## config.mk

```make
export PLATFORM = sky130hd
export DESIGN_NAME = shrp_window
export DESIGN_NICKNAME = d
export VERILOG_FILES = /design/src/shrp_pkg.sv /design/src/shrp_window.sv
export SDC_FILE = /design/constraint.sdc
export NUM_CORES = 1
export LEC_CHECK = 0
export ABC_AREA = 1
export BUFFER_PORTS_ARGS = -buffer_cell sky130_fd_sc_hd__buf_2
export CAP_MARGIN = 20
export CORE_UTILIZATION = 30
export CTS_CLUSTER_SIZE = 12
export DETAILED_ROUTE_END_ITERATION = 8
export HOLD_SLACK_MARGIN = 0.05
export PLACE_DENSITY_LB_ADDON = 0.15
export SYNTH_ARGS = -nofsm -noshare
export SYNTH_HDL_FRONTEND = slang
export SYNTH_SLANG_ARGS = --single-unit
```

## constraint.sdc

```tcl
create_clock -name clk_i -period 8 [get_ports clk_i]
set_input_delay 1.6 -clock clk_i [delete_from_list [all_inputs] [get_ports clk_i]]
set_output_delay 1.6 -clock clk_i [all_outputs]
set_load 0.1 [all_outputs]
```

## src/shrp_pkg.sv

```systemverilog
// shared types, constants and the per-channel sharpen kernel
// no dependencies; used by the interfaces, top level, window, checker and testbench
package shrp_pkg;

  // field widths
  localparam int CHAN_W     = 8;
  localparam int COORD_W    = 10;
  localparam int CFG_DATA_W = 11;
  localparam int CFG_IDX_W  = 2;
  localparam int PIX_W      = 3 * CHAN_W;

  // configuration register indexes
  localparam logic [CFG_IDX_W-1:0] REG_IMAGE_WIDTH  = 2'd0;
  localparam logic [CFG_IDX_W-1:0] REG_IMAGE_HEIGHT = 2'd1;

  // register reset values and size floor
  localparam logic [CFG_DATA_W-1:0] WIDTH_RESET  = 11'd640;
  localparam logic [CFG_DATA_W-1:0] HEIGHT_RESET = 11'd480;
  localparam int MIN_SIZE = 2;

  // kernel constants
  localparam int KERNEL_TAPS   = 9;
  localparam int KERNEL_CENTER = 4;
  localparam int SHARP_GAIN    = 10;
  localparam int SUM_W         = 12;
  localparam int WIN_REGS      = 6;
  localparam logic [CHAN_W-1:0] CHAN_MAX     = 8'hFF;
  localparam logic [CHAN_W-1:0] ALPHA_OPAQUE = 8'hFF;

  // one pixel, blue in the low byte
  typedef struct packed {
    logic [CHAN_W-1:0] red;
    logic [CHAN_W-1:0] green;
    logic [CHAN_W-1:0] blue;
  } pix_t;

  // one channel of the 3x3 window, row-major
  typedef logic [KERNEL_TAPS-1:0][CHAN_W-1:0] taps_t;

  // window register control from the sequencer
  typedef struct packed {
    logic clear;
    logic shift;
  } win_ctrl_t;

  // results one input can cause, in emission order
  typedef enum logic [1:0] {
    EMIT_LAG,
    EMIT_RIGHT,
    EMIT_BOTTOM
  } emit_e;
  localparam int EMIT_NUM = 3;

  // 9*center - neighbours = 10*center - all nine, clamped to 0..255
  function automatic logic [CHAN_W-1:0] sharpen_chan(input taps_t taps);
    logic [SUM_W-1:0] total;
    logic [SUM_W-1:0] ten;
    logic [SUM_W-1:0] diff;
    logic [CHAN_W-1:0] res;
    total = '0;
    for (int k = 0; k < KERNEL_TAPS; k++) begin
      total = total + SUM_W'(taps[k]);
    end
    ten  = SUM_W'(taps[KERNEL_CENTER]) * SUM_W'(SHARP_GAIN);
    diff = ten - total;
    if (ten < total) begin
      res = '0;
    end else if (diff > SUM_W'(CHAN_MAX)) begin
      res = CHAN_MAX;
    end else begin
      res = diff[CHAN_W-1:0];
    end
    return res;
  endfunction

endpackage

```

## src/shrp_window.sv

```systemverilog
// 3x3 window registers and the sharpen kernel on all three colour channels
// depends on shrp_pkg
module shrp_window import shrp_pkg::*; (
  input  logic      clk_i,
  input  logic      rst_ni,
  input  win_ctrl_t ctrl_i,
  input  pix_t      top_i,
  input  pix_t      mid_i,
  input  pix_t      px_i,
  output pix_t      sharp_o
);

  // [0..2] column c-2, [3..5] column c-1; top, middle, bottom
  pix_t  win_q [WIN_REGS];
  pix_t  tap [KERNEL_TAPS];
  taps_t taps_b;
  taps_t taps_g;
  taps_t taps_r;

  // window shift on retire, cleared on frame restart
  always_ff @(posedge clk_i or negedge rst_ni) begin
    if (!rst_ni) begin
      for (int i = 0; i < WIN_REGS; i++) begin
        win_q[i] <= '0;
      end
    end else if (ctrl_i.clear) begin
      for (int i = 0; i < WIN_REGS; i++) begin
        win_q[i] <= '0;
      end
    end else if (ctrl_i.shift) begin
      win_q[0] <= win_q[3];
      win_q[1] <= win_q[4];
      win_q[2] <= win_q[5];
      win_q[3] <= top_i;
      win_q[4] <= mid_i;
      win_q[5] <= px_i;
    end
  end

  // window in row-major order
  always_comb begin
    tap[0] = win_q[0];
    tap[1] = win_q[3];
    tap[2] = top_i;
    tap[3] = win_q[1];
    tap[4] = win_q[4];
    tap[5] = mid_i;
    tap[6] = win_q[2];
    tap[7] = win_q[5];
    tap[8] = px_i;
    for (int k = 0; k < KERNEL_TAPS; k++) begin
      taps_b[k] = tap[k].blue;
      taps_g[k] = tap[k].green;
      taps_r[k] = tap[k].red;
    end
  end

  // per-channel kernel
  assign sharp_o.blue  = sharpen_chan(taps_b);
  assign sharp_o.green = sharpen_chan(taps_g);
  assign sharp_o.red   = sharpen_chan(taps_r);

endmodule

```

---- After elaboration in Yosys (flattened, before gate mapping) ----
Cells that the tools add are included.
word-level totals
  memories ................................ 0
  latch bits .............................. 0
  word-level logic and storage cells ...... 63
  ROM bits ................................ 0
  RAM bits ................................ 0
  bits in registers ....................... 144
  bits of input ports ..................... 76
cells by class
  order comparisons ....................... 6
  reduce and logical (&&, ||, !) cells .... 1
  div/mod/pow operators ................... 0
  bitwise gates (word level) .............. 0
  mux-type cells .......................... 8
  multiply operators ...................... 3
  eq/ne operators ......................... 0
  shift operators ......................... 0
  add/subtract/negate cells ............... 27
operators by type and width
  kind                  count
  $mux 144              2
  $add 12x8->12         12
  $mux 8                6
  $add 11x8->12         3
  $gt 12x8->1 const B   3
  $lt 12x12->1          3
  $sub 12x12->12        3
  $add 10x8->11         3
  $mul 8x3->11 const B  3
  $add 9x8->10          3
  $add 8x8->9           3
  $reduce_bool 2->1     1

---- Depth between registers and ports, before layout ----
Gate-level depths: netlist (run 1).
  depth in word-level cells ............... 12
  mapped depth ............................ 29

---- Worst setup path after synthesis (run 1) ----
OpenSTA, ideal clock, no wires.
  path type ............................... in2out
  start ................................... input top_i[10] (netlist name)
  end ..................................... output sharp_o[13] (netlist name)
  slack ................................... -217 ps
  data required time ...................... 6400 ps
  arrival time ............................ 6617 ps
  cell stages on the path ................. 29
  path through ............................ inv_1 > fa_1 > inv_1 > fa_1 > fa_1 > fa_1 > ha_1 > inv_1 > fa_1 > nand3b_1 > nand2_1 > a21oi_1 > o21ai_0 > nand2_1 > nand2_1 > xor2_1 > ha_1 > nand2_1 > inv_1 > nand2_1 > nor2_1 > nand2_1 > nand3_1 > nand2_1 > nand2_1 > nor2_4 > nand3_1 > nand2_1 > inv_1
RTL lines
  element          RTL line           RTL
  start, declared  shrp_window.sv:7   input pix_t top_i,
  end, declared    shrp_window.sv:10  output pix_t sharp_o

==> flow_summary.toml, run 1 <==
[outcome]
outcome = "finished with violations"
violations = "setup timing"

[critical_path]
arrival_ps = 6590
worst-path-buf-inv = 8
crit_path_end_kind = "primary output"
critical-path-top-delay-family = "adder cells"
worstSetupStartpointType = "input port"
worstPathRequired_ps = 6400
critPathMaxStageDelay_ps = 530
path_class = "input port to primary output"
crit_fanout = 8
cp_slowest_cell = "fa_1"

[route]
via_count = 10500
drt-total-wl_um = 32800
antenna_left = 0
routedWlPerCell_um = 13.7
first_iter_violations = 319
routed_via_density = 4.37
drt_pass1_iterations = 4
drc = 0

[synthesis]
synthMuxAreaShare_pct = 0
ys_async_sr_fraction_pct = 100
synth_top_family_by_area = "adder cells"
synthCells = 1563
syn_area_per_cell_sq_um = 8.69
synth_cell_types = 27
yosys.area_share.simple_pct = 11.0
netlist_area_sq_um = 13600
synth_xor_area_share_pct = 3.48
synth_fa_ha_area_share_pct = 35.0
synth_top_area_cell = "dfrtp_1"
ys_seq_elements = 144
syn-num-nets = 1918
synth_edf_count = 0
synth_compound_area_share_pct = 9.51
synth-main-ff-cell = "dfrtp_1"
yosys_warnings = 0
yosys.cell_count.top_type = "inv_1"
netlist.area_leader.share_pct = 26.5
ys_seq_area_share_pct = 26.5
ys_top_cells_by_area = "dfrtp_1, fa_1, inv_1"
ys_top_cells_by_count = "inv_1, nand2_1, fa_1"

[timing]
report.final.slew_viol_count = 0
finClkSkew_ps = 10.1
slew-limit-headroom_pct = 41.5
hold_viol_final = 0
setup_violations = 24
whs_ps = 544
fin_crit_sh_pct = 102
tightest_slew_ps = 878
fin_crit_ps = 8190
setup_ws_ps = -189
fmax_ghz = 0.122
rsz0062_at_grt = "true"

[floorplanning]
core_region_area_sq_um = 44400
floorplan.initialDensity_pct = 30.6
dieWidth_um = 215
io_pins = 100
num_rows = 77
die-area_sq_um = 46100
die_h_um = 215

[global_route]
grt_overflow = 0
grt_max_degree = 78
grt_pass1_wl_um = 57300
grtUsageTotal_pct = 15.4
antenna_found_initial = 2
grt_pass1_vias = 11500

[finish]
drive_gt1_share_pct = 25.4
fin_area_sq_um = 17700
syn_to_final_growth_pct = 30.4
largest_reg_flops = 144
fin_nets = 2146

[clocking]
cts_max_path_buffers = 2
cts-root-buf = "clkbuf_16"
cts.sinks = 144
postCtsHoldBufs = 0
cts_max_level = 4
cts_tree = "yes"
cts_buffers = 17
clock_latency_ps = 440
path_clk_slew_ps = 60

[place]
placement.io_buffers = 99
placed_area_sq_um = 15800
dp_slack_ps = -448
dp_hpwl_um = 25600
gp_congestion = 0.799

[min_path]
worstHoldPathType = "flip-flop to flip-flop"

[job]
maxCapViolCount = 0
[cell type report]
class / count / area, sq um
Clock buffer: 19 / 453
Timing Repair Buffer: 241 / 2050
Sequential cell: 144 / 3600
Fill cell: 4515 / 26700
Inverter: 489 / 1950
Multi-Input combinational cell: 898 / 8740
Clock inverter: 13 / 161
Tap cell: 592 / 741
Antenna cell: 1 / 2.50
[per-layer routing]
layer,GRT usage [%],wire length [um],up-vias
li1,-,-,5252
met1,20.3,15500,5113
met2,26.5,16200,91
met3,2.22,680,26
met4,4.26,437,2
met5,0,13,-
[worst paths after layout]
| path | slack (ps) | startpoint | to | depth (start not counted) |
|---|---|---|---|---|
| hold / removal | 540 | tap[61] | tap[61] | 2 |
| min in group asynchronous | 1160 | rst_ni | tap[119] | 1 |
| setup / recovery | -190 | px_i[2] | sharp_o[5] | 30 |
| setup reg to reg | 7120 | tap[113] | tap[137] | 2 |
| hold reg to reg | 540 | tap[61] | tap[61] | 2 |
| max in group asynchronous | 5640 | rst_ni | tap[114] | 3 |
[kinds of logic after synthesis]
kind of cell / after synthesis
adders and majority gates: 279
and+or+nand+nor: 346
buffers and inverters: 521
xor gates and xnor gates: 54
AOI/OAI and AO/OA: 219
DFF: 144
[repair_timing]
item / in CTS / in global routing
pin swaps: 82 / 39
endpoints found under the setup margin: 24 / 24
buffers inserted: 18 / 10
resized for setup: 177 / 63
gates cloned: 0 / 0
[stage by stage]
step | util, % | TNS [ps] | instances
2_1_floorplan | - | -192 | 1563
3_3_place_gp | 35.6 | -8360 | 2335
3_5_place_dp | 35.6 | -9420 | 2335
4_1_cts | 38.9 | -2760 | 2385
5_1_grt | 39.9 | -9840 | 2397
6_report | 39.9 | -2740 | 2397
[layout by cell type, fill, tap and decap left out, drive strengths merged, types with 2 or more instances in the layout]
cell / instances
inv: 466
buf: 241
nand2: 215
fa: 168
dfrtp: 144
o22ai: 126
ha: 111
nand3: 78
a21oi: 52
xor2: 35
nor2: 35
o21ai: 31
clkinvlp: 28
xnor2: 19
clkbuf: 19
nand4: 13
clkinv: 5
o211ai: 4
a31oi: 3
bufinv: 3
nand3b: 2
or2: 2
[worst reg2reg max path, stage by stage (launching register included)]
cell,delay [ps]
dfrtp_1,500
inv_1,110
o22ai_1,180
Power of run 1 is left out: the tool's default activity adds up to more than one toggle a clock period on the data nets, which glitch-free logic cannot reach.
==> run 2: changes to the inputs <==
--- a/config.mk
+++ b/config.mk
@@ -5,7 +5,7 @@
 export SDC_FILE = /design/constraint.sdc
 export NUM_CORES = 1
 export LEC_CHECK = 0
-export ABC_AREA = 1
+export ABC_AREA = 0
 export BUFFER_PORTS_ARGS = -buffer_cell sky130_fd_sc_hd__buf_2
 export CAP_MARGIN = 20
 export CORE_UTILIZATION = 30
==> run 2 against run 1 <==
Compared with the run above:
- the flow still finishes with violations (setup timing)
- maximum frequency is 4.6% lower
- cell count is 9.5% lower
- sequential share of layout area is 0.22 points higher
- non-clock buffer count is 24 higher
==> flow_summary.toml, run 2 <==
[global_route]
grt_max_degree = 88
grtUsageTotal_pct = 14.4
grt_pass1_wl_um = 52900
grt_overflow = 0
antenna_found_initial = 2
grt_pass1_vias = 10400

[critical_path]
arrival_ps = 6980
r2r-end = "tap[108]"
worstPathRequired_ps = 6400
path_class = "input port to primary output"
r2r_cells = 3
r2r_slack_ps = 7040
r2r_start = "tap[108]"
worstSetupStartpointType = "input port"
crit_path_end_kind = "primary output"
crit_fanout = 8

[synthesis]
synth_cell_types = 52
synth-main-ff-cell = "dfrtp_1"
yosys_warnings = 0
yosys.cell_count.top_type = "inv_1"
syn-num-nets = 1671
netlist_area_sq_um = 13500
netlist.area_leader.share_pct = 26.7
synth_edf_count = 0
ys_async_sr_fraction_pct = 100
ys_top_cells_by_area = "dfrtp_1, fa_1, mux2i_1"
synthCells = 1316
synth_top_area_cell = "dfrtp_1"
syn_area_per_cell_sq_um = 10.2
ys_top_cells_by_count = "inv_1, fa_1, nor2_1"
ys_seq_area_share_pct = 26.7
ys_seq_elements = 144

[finish]
largest_reg_flops = 144
drive_gt1_share_pct = 24.4
finish.utilization_pct = 39.5
mostFrequentLayoutCell = "inv_1"
final_cell_mix = "inv_1, fa_1, buf_4, nor2_1, mux2i_1"
antenna_cells = 0
fin_nets = 1920
syn_to_final_growth_pct = 29.9

[timing]
whs_ps = 531
setup_ws_ps = -582
hold_viol_final = 0
tns_ps = -11130
fmax_ghz = 0.117
slew-limit-headroom_pct = 30.4
fin_crit_ps = 8580
report.final.slew_viol_count = 0
rsz0062_at_grt = "true"
tightest_slew_ps = 1040
setup_violations = 24
fin_crit_sh_pct = 107
finClkSkew_ps = 7.30

[min_path]
worstHoldPathType = "flip-flop to flip-flop"
hold_depth = 2
min_from = "tap[69]"
worstHoldEndpoint = "tap[69]"

[clocking]
cts-root-buf = "clkbuf_16"
clock_latency_ps = 440
postCtsHoldBufs = 0
path_clk_slew_ps = 80
cts_tree = "yes"
cts_max_path_buffers = 2
cts.sinks = 144
cts_buffers = 17
cts_max_level = 4

[floorplanning]
num_rows = 77
dieWidth_um = 214
core_region_area_sq_um = 44300
die_h_um = 214
die-area_sq_um = 45800
floorplan.initialDensity_pct = 30.4
io_pins = 100

[outcome]
outcome = "finished with violations"
violations = "setup timing"

[job]
maxCapViolCount = 0

[route]
via_count = 9518
antenna_left = 0
first_iter_violations = 254
drt-total-wl_um = 30700
drt_pass1_iterations = 4
routedWlPerCell_um = 14.1
routed_via_density = 4.39
drc = 0

[place]
dp_hpwl_um = 23800
placement.io_buffers = 99
gp_congestion = 0.767
dp_slack_ps = -912
==> run 2: cell count changes after synthesis, moves of 12 or more <==
cell	change
a21o_1	+20
buf_2	-13
clkbuf_1	+12
inv_1	-227
mux2i_1	+149
nand2_1	-201
nand3_1	-71
nand4_1	-12
nor2_1	+131
o21a_1	+12
o22ai_1	-124
xnor2_1	+18
xor2_1	-16
==> run 2: repair_timing <==
action,4_1_cts,5_1_grt
endpoints found under the setup margin,24,24
endpoints found under the hold margin,0,0
pin swaps,48,23
resized for setup,66,19
setup buffers,6,0
==> run 2: critical path, stage by stage <==
cell and delay [ps]:
buf_8 90, inv_8 30, fa_1 580, inv_2 50, fa_1 470, fa_1 510, fa_1 510, ha_2 190
inv_2 40, fa_2 340, nor2b_1 120, o21ai_1 90, a21boi_1 150, o21a_1 150, nor2_2 60, o21ai_2 120
xnor2_1 150, ha_1 290, xor2_1 150, or4_1 500, o22ai_1 160, and3_1 230, buf_12 170, a21oi_4 70
buf_12 170
==> run 2: metal layers <==
layer,up-vias,wire length (um),share of wire [%],global-route usage (%)
met2,73,15400,50,24.7
met1,4706,14100,46,18.7
met5,-,27,0.088,0
met4,4,328,1.1,3.55
li1,4715,-,-,-
met3,20,775,2.5,2.74
==> run 2: logic make-up after synthesis <==
family	after synthesis	synth area share, %
simple gates	221	6.96
xor+xnor	56	3.64
compound gates	171	8.14
fa+ha+maj	279	35.2
flops	144	26.7
mux	149	11.1
buf+inv	296	8.24
==> run 2: how the worst max path moves through the flow <==
stage / slack [ps] / end / startpoint
floorplan: -590 / sharp_o[16] / top_i[18]
global placement: -890 / sharp_o[2] / top_i[2]
detailed placement: -910 / sharp_o[2] / top_i[2]
CTS: -690 / sharp_o[2] / top_i[2]
global route: -850 / sharp_o[3] / top_i[2]
finish: -580 / sharp_o[4] / top_i[2]
==> run 2: layout make-up <==
class / instances / area [sq um]
Multi-Input combinational cell: 876 / 9320
Sequential cell: 144 / 3600
Inverter: 261 / 1010
Clock buffer: 17 / 425
Clock inverter: 15 / 179
Tap cell: 592 / 741
Timing Repair Buffer: 265 / 2240
Fill cell: 4442 / 26800
==> run 2: per-stage QoR <==
stage                     cells  area [sq um]
final                      2170         17500
after global placement     2132         16500
after floorplan            1316         13900
after CTS                  2170         17400
after global routing       2170         17500
after detailed placement   2132         16500
Power of run 2 is left out for the same reason.
